<file path="src/hw/rtl/isc_pkg.sv">
// Shared types and constants for the integer set table.
`timescale 1ns / 1ps
`default_nettype none

package isc_pkg;

    localparam int DEFAULT_CAPACITY = 16;

    typedef enum logic [1:0] {
        CMD_INSERT = 2'd0,
        CMD_DELETE = 2'd1,
        CMD_TEST   = 2'd2,
        CMD_QUERY  = 2'd3
    } isc_cmd_t;

    typedef enum logic {
        ST_IDLE   = 1'b0,
        ST_LOOKUP = 1'b1
    } isc_state_t;

    typedef struct packed {
        isc_cmd_t           cmd;
        logic signed [31:0] value;
    } isc_in_t;

    typedef struct packed {
        logic       present;
        logic [4:0] position;
        logic [4:0] element_total;
        logic       full_refused;
    } isc_out_t;

    // Strobes from the controller to every cell of the chain
    typedef struct packed {
        logic lookup;
        logic ins_shift;
        logic del_shift;
    } isc_ctrl_t;

endpackage

`default_nettype wire

</file>
<file path="src/hw/rtl/isc_cell.sv">
// One storage cell of the set chain: holds a value, compares, shifts.
`timescale 1ns / 1ps
`default_nettype none

module isc_cell #(
    parameter int CELL_IDX = 0,
    parameter int CNT_W    = 5
) (
    input  wire logic               aclk,
    input  wire isc_pkg::isc_ctrl_t ctrl,
    input  wire logic [CNT_W-1:0]   count,
    input  wire logic [CNT_W-1:0]   del_place,
    input  wire logic signed [31:0] probe,
    input  wire logic signed [31:0] left_value,
    input  wire logic signed [31:0] right_value,
    output logic signed [31:0]      cell_value,
    output logic                    match
);
    import isc_pkg::*;

    logic signed [31:0] value_reg;
    logic signed [31:0] value_next;
    logic               match_reg;
    logic               occupied;
    logic               behind_gap;

    assign occupied   = count > CNT_W'(CELL_IDX);
    // cells at or after the deleted place pull from the older neighbor
    assign behind_gap = CNT_W'(CELL_IDX + 1) >= del_place;

    always_comb begin
        value_next = value_reg;
        if (ctrl.ins_shift) begin
            value_next = left_value;
        end else if (ctrl.del_shift && behind_gap) begin
            value_next = right_value;
        end
    end

    always_ff @(posedge aclk) begin
        value_reg <= value_next;
        if (ctrl.lookup) begin
            match_reg <= occupied && (value_reg == probe);
        end
    end

    assign cell_value = value_reg;
    assign match      = match_reg;

endmodule

`default_nettype wire

</file>
<file path="src/hw/rtl/integer_set_table.sv">
// Top level of the integer set table: controller around a chain of cells.
//
// Keeps a set of distinct 32-bit integers, newest first, in CAPACITY cells.
// Input channel s_valid/s_ready/s_item carries a command (insert, delete,
// membership test, position query) and a value. Result channel
// m_valid/m_ready/m_item returns one item per command: presence before the
// command, one-based position (0 when absent), element count afterwards and
// a flag for an insert dropped because the store was full.
// Each item is handled in a compare step and a shift step: in the accept
// cycle every cell compares its value against the probe and registers a
// match bit; in the LOOKUP state, once the output register is free, the
// matches are reduced to a position, the chain shifts for insert or delete
// and the result is written to the output register. A new item is accepted only after the last is applied.
// The output register lets a new item be accepted while a result waits;
// the shift step holds until that register is free, so a stalled receiver
// stalls the input after one further item.
// Reset (aresetn low, synchronous) empties the set and drops any result.
`timescale 1ns / 1ps
`default_nettype none

module integer_set_table #(
    parameter int CAPACITY = isc_pkg::DEFAULT_CAPACITY
) (
    input  wire logic             aclk,
    input  wire logic             aresetn,
    input  wire logic             s_valid,
    output logic                  s_ready,
    input  wire isc_pkg::isc_in_t s_item,
    output logic                  m_valid,
    input  wire logic             m_ready,
    output isc_pkg::isc_out_t     m_item
);
    import isc_pkg::*;

    localparam int CNT_W = $clog2(CAPACITY + 1);

    isc_state_t         state_reg;
    isc_state_t         state_next;
    logic [CNT_W-1:0]   count_reg;
    logic [CNT_W-1:0]   count_next;
    isc_cmd_t           cmd_reg;
    logic signed [31:0] probe_reg;
    logic               m_valid_reg;
    isc_out_t           m_item_reg;

    isc_ctrl_t          ctrl;
    logic               out_free;
    logic               apply;
    logic [CAPACITY-1:0] match_vec;
    logic signed [31:0] cell_vals [CAPACITY];
    logic [CNT_W-1:0]   place;
    logic               found;
    logic               do_insert;
    logic               do_delete;
    logic               refused;
    isc_out_t           result;

    assign out_free = !m_valid_reg || m_ready;
    assign apply    = (state_reg == ST_LOOKUP) && out_free;

    // next state
    always_comb begin
        state_next = state_reg;
        case (state_reg)
            ST_IDLE: begin
                if (s_valid) begin
                    state_next = ST_LOOKUP;
                end
            end
            ST_LOOKUP: begin
                if (out_free) begin
                    state_next = ST_IDLE;
                end
            end
            default: state_next = ST_IDLE;
        endcase
    end

    // controller outputs
    always_comb begin
        s_ready        = 1'b0;
        ctrl.lookup    = 1'b0;
        ctrl.ins_shift = 1'b0;
        ctrl.del_shift = 1'b0;
        case (state_reg)
            ST_IDLE: begin
                s_ready     = 1'b1;
                ctrl.lookup = s_valid;
            end
            ST_LOOKUP: begin
                ctrl.ins_shift = out_free && do_insert;
                ctrl.del_shift = out_free && do_delete;
            end
            default: begin
                s_ready = 1'b0;
            end
        endcase
    end

    // values are distinct, so at most one match: OR the place codes together
    always_comb begin
        place = '0;
        for (int i = 0; i < CAPACITY; i++) begin
            place = place | (match_vec[i] ? CNT_W'(i + 1) : '0);
        end
    end

    assign found     = |match_vec;
    assign do_insert = (cmd_reg == CMD_INSERT) && !found && (count_reg < CNT_W'(CAPACITY));
    assign refused   = (cmd_reg == CMD_INSERT) && !found && (count_reg >= CNT_W'(CAPACITY));
    assign do_delete = (cmd_reg == CMD_DELETE) && found;

    always_comb begin
        count_next = count_reg;
        if (do_insert) begin
            count_next = count_reg + CNT_W'(1);
        end else if (do_delete) begin
            count_next = count_reg - CNT_W'(1);
        end
    end

    always_comb begin
        result.present       = found;
        result.position      = 5'(place);
        result.element_total = 5'(count_next);
        result.full_refused  = refused;
    end

    genvar g;
    generate
        for (g = 0; g < CAPACITY; g++) begin : g_cell
            logic signed [31:0] left_v;
            logic signed [31:0] right_v;
            if (g == 0) begin : g_head
                assign left_v = probe_reg;
            end else begin : g_mid
                assign left_v = cell_vals[g-1];
            end
            if (g == CAPACITY - 1) begin : g_tail
                assign right_v = cell_vals[g];
            end else begin : g_body
                assign right_v = cell_vals[g+1];
            end
            isc_cell #(
                .CELL_IDX (g),
                .CNT_W    (CNT_W)
            ) u_cell (
                .aclk        (aclk),
                .ctrl        (ctrl),
                .count       (count_reg),
                .del_place   (place),
                .probe       (s_item.value),
                .left_value  (left_v),
                .right_value (right_v),
                .cell_value  (cell_vals[g]),
                .match       (match_vec[g])
            );
        end
    endgenerate

    always_ff @(posedge aclk) begin
        if (!aresetn) begin
            state_reg   <= ST_IDLE;
            count_reg   <= '0;
            m_valid_reg <= 1'b0;
        end else begin
            state_reg <= state_next;
            if (apply) begin
                count_reg   <= count_next;
                m_valid_reg <= 1'b1;
            end else if (m_ready) begin
                m_valid_reg <= 1'b0;
            end
        end
    end

    always_ff @(posedge aclk) begin
        if (ctrl.lookup) begin
            cmd_reg   <= s_item.cmd;
            probe_reg <= s_item.value;
        end
        if (apply) begin
            m_item_reg <= result;
        end
    end

    assign m_valid = m_valid_reg;
    assign m_item  = m_item_reg;

`ifndef SYNTH
    a_count_bound: assert property (@(posedge aclk) disable iff (!aresetn)
        count_reg <= CNT_W'(CAPACITY))
        else $error("element count above capacity");

    a_single_match: assert property (@(posedge aclk) disable iff (!aresetn)
        state_reg == ST_LOOKUP |-> $onehot0(match_vec))
        else $error("value stored in more than one cell");

    a_refuse_absent: assert property (@(posedge aclk) disable iff (!aresetn)
        m_valid && m_item.full_refused |-> !m_item.present)
        else $error("refused insert reported as present");

    a_delete_count: assert property (@(posedge aclk) disable iff (!aresetn)
        ctrl.del_shift |=> count_reg == $past(count_reg) - CNT_W'(1))
        else $error("delete did not lower the count");

    a_no_accept_busy: assert property (@(posedge aclk) disable iff (!aresetn)
        state_reg == ST_LOOKUP && !out_free |=> state_reg == ST_LOOKUP)
        else $error("lookup dropped while output stalled");
`endif

endmodule

`default_nettype wire
</file>
<file path="config.mk">
export PLATFORM = sky130hd
export DESIGN_NAME = integer_set_table
export DESIGN_NICKNAME = d
export VERILOG_FILES = /design/src/hw/rtl/isc_pkg.sv /design/src/hw/rtl/isc_cell.sv /design/src/hw/rtl/integer_set_table.sv
export SDC_FILE = /design/constraint.sdc
export NUM_CORES = 1
export LEC_CHECK = 0
export ABC_AREA = 1
export ABC_CLOCK_PERIOD_IN_PS = 6240
export BUFFER_PORTS_ARGS = -buffer_cell sky130_fd_sc_hd__buf_2
export CAP_MARGIN = 40
export CORE_ASPECT_RATIO = 1.4
export CORE_MARGIN = 2
export CORE_UTILIZATION = 38
export DETAILED_ROUTE_END_ITERATION = 12
export REMOVE_ABC_BUFFERS = 1
export SLEW_MARGIN = 20
export SYNTH_ARGS = -nofsm -noshare
export SYNTH_HDL_FRONTEND = slang
export SYNTH_HIERARCHICAL = 1
export SYNTH_SLANG_ARGS = --single-unit
</file>
<file path="constraint.sdc">
create_clock -name aclk -period 6.24 [get_ports aclk]
set_input_delay 0.936 -clock aclk [delete_from_list [all_inputs] [get_ports aclk]]
set_output_delay 0.936 -clock aclk [all_outputs]
set_load 0.05 [all_outputs]
</file>
==> results of run 1 <==
-- critical path: stages, from the launching register on --
cell	delay, ps
edfxtp_1	420
nor2_1	150
nand2_1	110
nor2_4	190
nand4_4	200
nor2_4	530
buf_4	390
buf_12	320
inv_2	350
nand2_1	170
buf_4	430
-- stage by stage --
step | hold WS (ps) | cell area [sq um]
final | 446.9 | 37950
after global routing | 428.3 | 37950
after global placement | 494.1 | 35610
after detailed placement | 501.6 | 35870
after floorplan | 485.3 | 33420
after CTS | 418.1 | 37840
-- cell usage in the layout (no fill, tap or decap), types with 4 or more instances in the layout --
master / count
nand2_1: 2555
inv_1: 605
edfxtp_1: 574
nor2_1: 349
xnor2_1: 148
clkbuf_16: 63
nand3_1: 57
buf_2: 51
o21ai_1: 47
buf_4: 42
xor2_1: 27
o21ai_0: 26
nor2_2: 16
clkinv_2: 16
clkinv_1: 15
buf_12: 13
inv_2: 10
clkbuf_1: 9
bufinv_16: 7
dfxtp_1: 7
or2_2: 7
nor2_4: 6
nor3_1: 6
nor4_1: 6
buf_8: 6
nand2_2: 4
nand4_1: 4
and2_1: 4
or2_1: 4
a21oi_1: 4
nand3b_1: 4
-- synth_stat cells, types with 7 or more instances --
cell type     n
xnor2_1     148
xor2_1       27
edfxtp_1    574
nand2_1    2555
buf_2        83
inv_2        10
buf_6        27
nand3_1      57
o21ai_0      30
o21ai_1      47
dfxtp_1       7
inv_1       605
or2_2         7
nor2_1      351
nor2_2       16
-- final cells by class --
type / instances / area (sq um) / area share [%]
clock inverter: 39 / 359.1 / 0.9462
antenna: 1 / 2.502 / 0.006594
timing repair buffer: 114 / 975.9 / 2.572
multi-input combinational: 3300 / 13830 / 36.43
inverter: 616 / 2313 / 6.096
tap: 1188 / 1486 / 3.917
sequential: 581 / 17380 / 45.79
clock buffer: 72 / 1610 / 4.243
-- routing by layer --
layer  routed length [um]  vias up  track usage (%)  share of wire, %
met3                 6831      356            2.898               5.7
met1                42260    13381            27.54                35
met2                60230     1167            46.19                51
met4                 9756        0            18.50               8.2
li1                     -    14098                -                 -
met5                    0        -                0                 0
-- worst max path at each step --
stage | start | to | slack [ps] | depth (start not counted)
floorplan | m_ready | g_cell[11].u_cell/cell_value[0]$_DFFE_PP_ | -22010 | 6
global placement | m_ready | g_cell[3].u_cell/cell_value[7]$_DFFE_PP_ | 2210 | 9
detailed placement | m_ready | g_cell[15].u_cell/cell_value[19]$_DFFE_PP_ | 2240 | 10
CTS | g_cell[11].u_cell/match$_DFFE_PP_ | g_cell[15].u_cell/cell_value[8]$_DFFE_PP_ | 2510 | 10
global route | g_cell[14].u_cell/match$_DFFE_PP_ | g_cell[15].u_cell/cell_value[8]$_DFFE_PP_ | 2290 | 10
finish | g_cell[11].u_cell/match$_DFFE_PP_ | g_cell[15].u_cell/cell_value[8]$_DFFE_PP_ | 2530 | 10
-- logic make-up after synthesis --
kind of cell | count (synthesis) | synth area share (%)
flops | 581 | 50.88
simple gates | 3029 | 34.17
fa+ha+maj | 2 | 0.07326
buf+inv | 729 | 8.913
compound gates | 94 | 1.476
xor+xnor | 175 | 4.488
-- report_power, final --
group	internal (uW)	switching, uW
clock	2110	1610
combinational	164	390
sequential	4270	27.0
==> impl_results.md, run 1 <==
- CTS Buf Count: 61
- Max clock buf depth: 3
- Fin crit share: 59.48%
- CTS root buffer: clkbuf_16
- First-pass GRT wire length: 174900 um
- Area growth syn-to-layout: 11.12%
- Max_cap viols: 0
- Final setup fails: 0
- Clock Sinks: 581
- # IOs: 52
- Max Slew Vio Count: 0
- Terminus of the critical flop-to-flop path: g_cell[15].u_cell/cell_value[8]$_DFFE_PP_
- Main synth FF type: edfxtp_1
- Die X: 257.4 um
- Hold_buf cts: 0
- Fill cells: 9173
- Worst Path Max Fanout: 65
- Worst Tran Pin Value: 921.5 ps
- Clock latency on the worst-skew pair: 660 ps
- Dpl cells: 5794
- Largest net degree at the start of global routing: 107
- Area share of the largest cell type after synthesis: 50.47%
- Final Hold Vio Count: 0
- Port-buffer cells: 51
- Ys async rst share: 0%
- CTS tree: yes
- Die Footprint: 0.09233 sq mm
- Startpoint types: flip-flop
- Post-synth top area cell: edfxtp_1
- R2r setup slk: 2530 ps
- Core ar.: 0.08946 sq mm
- Status: completed
- Data required time at the worst endpoint: 6530 ps
- FF-to-FF Start: g_cell[11].u_cell/match$_DFFE_PP_
- Leakage: 0.01840 uW
- Pre-CTS worst setup slack: 2241 ps
- Worst EP arrival: 4000 ps
- Drt drc: 0
- H-tree depth: 2
- First drt pass iteration count: 5
- Hold Path Origin: s_item[32]
- Post-layout minimum cycle time: 3712 ps
- Clk pin slew, worst setup/hold paths: 60 ps
- Estimated wirelength of the detail-placed design: 84980 um
- Total grt overflow: 0
- Slew headroom: 38.57%
- Post-CTS Setup Bufs: 0
- Initial antenna violation count: 0
- Hold Path Sink: cmd_reg[0]$_DFFE_PP_
- Number of global-route vias before repair: 27664
- Routed wire length: 119100 um
- Non-Filler Instances: 5911
- Wire length per cell: 20.15 um
- Final Skew: 26.05 ps
- Share of cells above drive strength 1: 5.464%
- Pwr dens: 225.9 mW/mm^2
- Setup crit end kind: flip-flop
- Library cells used by synthesis: 37
- CTS resizes: 0
- NumNets Final: 4714
- Total power: 8575 uW
- FF-to-FF path depth: 10
- Mean Syn Cell Area: 7.409 sq um
- Min-delay worst type: input port to flip-flop
- Cell count after synthesis: 4610
- Highest clock rate: 269.4 MHz
- Rows: 130
- Initial Util: 38.18%
- Hold Crit Depth: 1
- Synthesis Warnings: 6
- Kind of critical path: flip-flop to flip-flop
- Routed vias/inst: 4.906
- Final worst slack: 2528 ps
- Finished Core Util: 42.42%
- Synthesized cell area: 0.03415 sq mm
- Antenna-violating nets left: 0
- Die Span Y: 358.7 um
- Worst IR drop on VDD: 0.2000 mV
- DRT iter0 DRCs: 2629
- Number of flip-flops in the largest register: 512
- Post-synth EDFFs: 574
- Unrepaired setup endpoints after global routing: false
- Yosys reg bits: 581
- Seq/Total Area, Yosys: 50.88%
- Via count: 29002
- GP Congestion: 0.9006
- Sum Neg Setup Slack: 0 ps
- GRT Total Usage: 25.47%
- Top post-synthesis cells by area: edfxtp_1 50%, nand2_1 28%, inv_1 6.6%
Note: power is estimated with default switching activity, not from simulation.
==> run 2, diff against run 1 <==
- ABC_CLOCK_PERIOD_IN_PS: 6240 -> 3200
- clock period: 6.24 -> 3.2 ns (I/O delays scaled with it)
==> impl_results.md, run 2 (synthesis results as in run 1) <==
- Status: completed
- Dpl cells: 5823 (+0.50%)
- Rows: 130 (unchanged)
- Core ar.: 0.08946 sq mm (unchanged)
- Unrepaired setup endpoints after global routing: false
- R2r setup slk: 480 ps (-2040 ps)
- Most frequent cells in the layout: 2555 x nand2_1, 605 x inv_1, 574 x edfxtp_1
- Min-delay worst type: input port to flip-flop
- Initial antenna violation count: 4 (+4)
- Fin crit share: 84.87% (+25 points)
- Startpoint types: flip-flop
- Largest net degree at the start of global routing: 161 (+50%)
- Family with the most delay on the worst path: simple AND/OR/NAND/NOR gates
- CTS Buf Count: 59 (-3.3%)
- Number of global-route vias before repair: 27387 (-1.0%)
- Worst Path Max Fanout: 33 (-49%)
- Worst EP arrival: 3020 ps (-980 ps)
- Crit path buffers/inverters: 3 (-1)
- Data required time at the worst endpoint: 3500 ps (-3030 ps)
- Internal power: 12740 uW (+95%)
- Worst IR drop on VDD: 0.4357 mV (+120%)
- Area growth syn-to-layout: 11.42%
- Via count: 28677 (-1.1%)
- Total grt overflow: 0 (unchanged)
- Final worst slack: 484.1 ps (-2044 ps)
- Area of the multi-input gates: 0.01383 sq mm (unchanged)
- CP Depth: 9 (-1)
- CTS tree: yes
- Antenna-violating nets left: 0 (unchanged)
- H-tree depth: 2 (unchanged)
- Clock Sinks: 581 (unchanged)
- CTS root buffer: clkbuf_16
- Hold_buf cts: 2 (+2)
- Die Footprint: 0.09233 sq mm (unchanged)
- Share of cells above drive strength 1: 5.709% (+0.25 points)
- Max_cap viols: 0 (unchanged)
- Slew headroom: 40.94% (+2.4 points)
- First drt pass iteration count: 5 (unchanged)
- Max Slew Vio Count: 0 (unchanged)
- Register area: 0.01738 sq mm (unchanged)
- Setup crit end kind: flip-flop
- GRT Total Usage: 24.83% (-0.65 points)
- Leakage: 0.01845 uW (+0.25%)
- DRT iter0 DRCs: 2699 (+2.7%)
- Die X: 257.4 um (unchanged)
- Initial Util: 38.18% (unchanged)
- GP Congestion: 0.8926 (-0.89%)
- Hold Path Origin: s_valid
- Non-Filler Instances: 5936 (+0.42%)
- Delay of the slowest critical-path stage: 400 ps (-130 ps)
- Port-buffer cells: 51 (unchanged)
- Post-layout minimum cycle time: 2716 ps (-995.8 ps)
- Setup crit start: g_cell[2].u_cell/match$_DFFE_PP_
- Die Span Y: 358.7 um (unchanged)
- FF-to-FF Start: g_cell[2].u_cell/match$_DFFE_PP_
- Logic pwr share: 6.6% (about the same)
- Cell repeated most along the worst path: nor2_4
- Finished Core Util: 42.54% (+0.11 points)
- Terminus of the critical flop-to-flop path: g_cell[5].u_cell/cell_value[11]$_DFFE_PP_
- Pwr dens: 436.6 mW/mm^2 (+93%)
- Commonest non-fill, non-tap cell in the layout: nand2_1
- Hold slack: 43.31 ps (-403.6 ps)
- Sum Neg Setup Slack: 0 ps (unchanged)
- Number of flip-flops in the largest register: 512 (unchanged)
- Clock latency on the worst-skew pair: 650 ps (about the same)
- Post-CTS Setup Bufs: 0 (unchanged)
- Estimated wirelength of the detail-placed design: 85090 um (+0.13%)
- Clock power share: 43.0% (-0.4 points)
- Max clock buf depth: 3 (unchanged)
- Worst Tran Pin Value: 886.0 ps (-35.50 ps)
- Sw Share: 23.28% (-0.34 points)
- Pre-CTS worst setup slack: 494.8 ps (-1746 ps)
- Switching power: 3868 uW (+91%)
- Final Hold Vio Count: 0 (unchanged)
- FF-to-FF path depth: 9 (-1)
- Routed vias/inst: 4.831 (-1.5%)
- Crit-path slowest cell: edfxtp_1
- CTS resizes: 0 (unchanged)
- Wire length per cell: 19.56 um (-2.9%)
- Clk pin slew, worst setup/hold paths: 60 ps (about the same)
- Worst setup endpoint: g_cell[5].u_cell/cell_value[11]$_DFFE_PP_
- Kind of critical path: flip-flop to flip-flop
- # IOs: 52 (unchanged)
- NumNets Final: 4738 (+0.51%)
- Routed wire length: 116100 um (-2.5%)
- Fill cells: 9135 (-0.41%)
- First-pass GRT wire length: 170700 um (-2.4%)
- CP cell instances: nor2_1 > nand2_1 > nor2_4 > nand4_4 > nor2_4 > buf_12 > inv_2 > o31ai_4 > buf_4
- Highest clock rate: 368.2 MHz (+37%)
- Seq pwr share: 50.4% (+0.3 points)
- Drt drc: 0 (unchanged)
- Final Skew: 15.39 ps (-10.67 ps)
- Final setup fails: 0 (unchanged)
run 2: cell types whose count changed in the layout (fill, tap and decap cells not counted), sizes merged:
cell         delta
clkbuf          +2
inv             -1
dlygate4sd3     +2
bufinv          +1
clkinv          -3
buf            +24
run 2: worst min path at each step:
stage,endpoint,slack (ps),cells past startpoint
2_1_floorplan,state_reg$_SDFF_PN0_,490,1
3_3_place_gp,g_cell[0].u_cell/cell_value[20]$_DFFE_PP_,500,2
3_5_place_dp,g_cell[0].u_cell/cell_value[16]$_DFFE_PP_,500,2
4_1_cts,state_reg$_SDFF_PN0_,10,2
5_1_grt,state_reg$_SDFF_PN0_,40,2
6_report,state_reg$_SDFF_PN0_,40,2
run 2: cell type report:
class / instances / share of cell area [%]
Antenna cell: 1 / 0.006576
Clock inverter: 36 / 0.9305
Inverter: 616 / 6.079
Sequential cell: 581 / 45.66
Timing Repair Buffer: 140 / 2.939
Clock buffer: 74 / 4.140
Multi-Input combinational cell: 3300 / 36.34
Tap cell: 1188 / 3.906
run 2: worst reg2reg max path, delay by kind of cell (launching register included):
kind / cells / cell delay, ps
and+or+nand+nor: 5 / 910
buffers and inverters: 3 / 910
DFF: 1 / 400
AOI/OAI and AO/OA: 1 / 130
run 2: power groups by stage:
stage | Sequential [uW] | Combinational [uW] | Clock [uW]
finish | 8370 | 1090 | 7150
global route | 8380 | 1180 | 7530
CTS | 8380 | 1080 | 7280
detailed placement | 8540 | 1080 | 0
global placement | 8540 | 1060 | 0
floorplan | 8560 | 508 | 0
run 2: routing by layer:
| metal | wire length [um] | track usage (%) | part of all wire [%] |
|---|---|---|---|
| met1 | 42130 | 27.07 | 36 |
| met2 | 58590 | 44.92 | 50 |
| met3 | 5535 | 2.348 | 4.8 |
| met4 | 9847 | 18.45 | 8.5 |
| met5 | 8 | 0 | 0.0069 |
run 2: stage by stage:
stage               area (sq um)  power [uW]
finish                     38050       16610
global route               38050       17090
CTS                        38050       16740
detailed placement         36100        9617
global placement           36030        9600
floorplan                  33420        9069
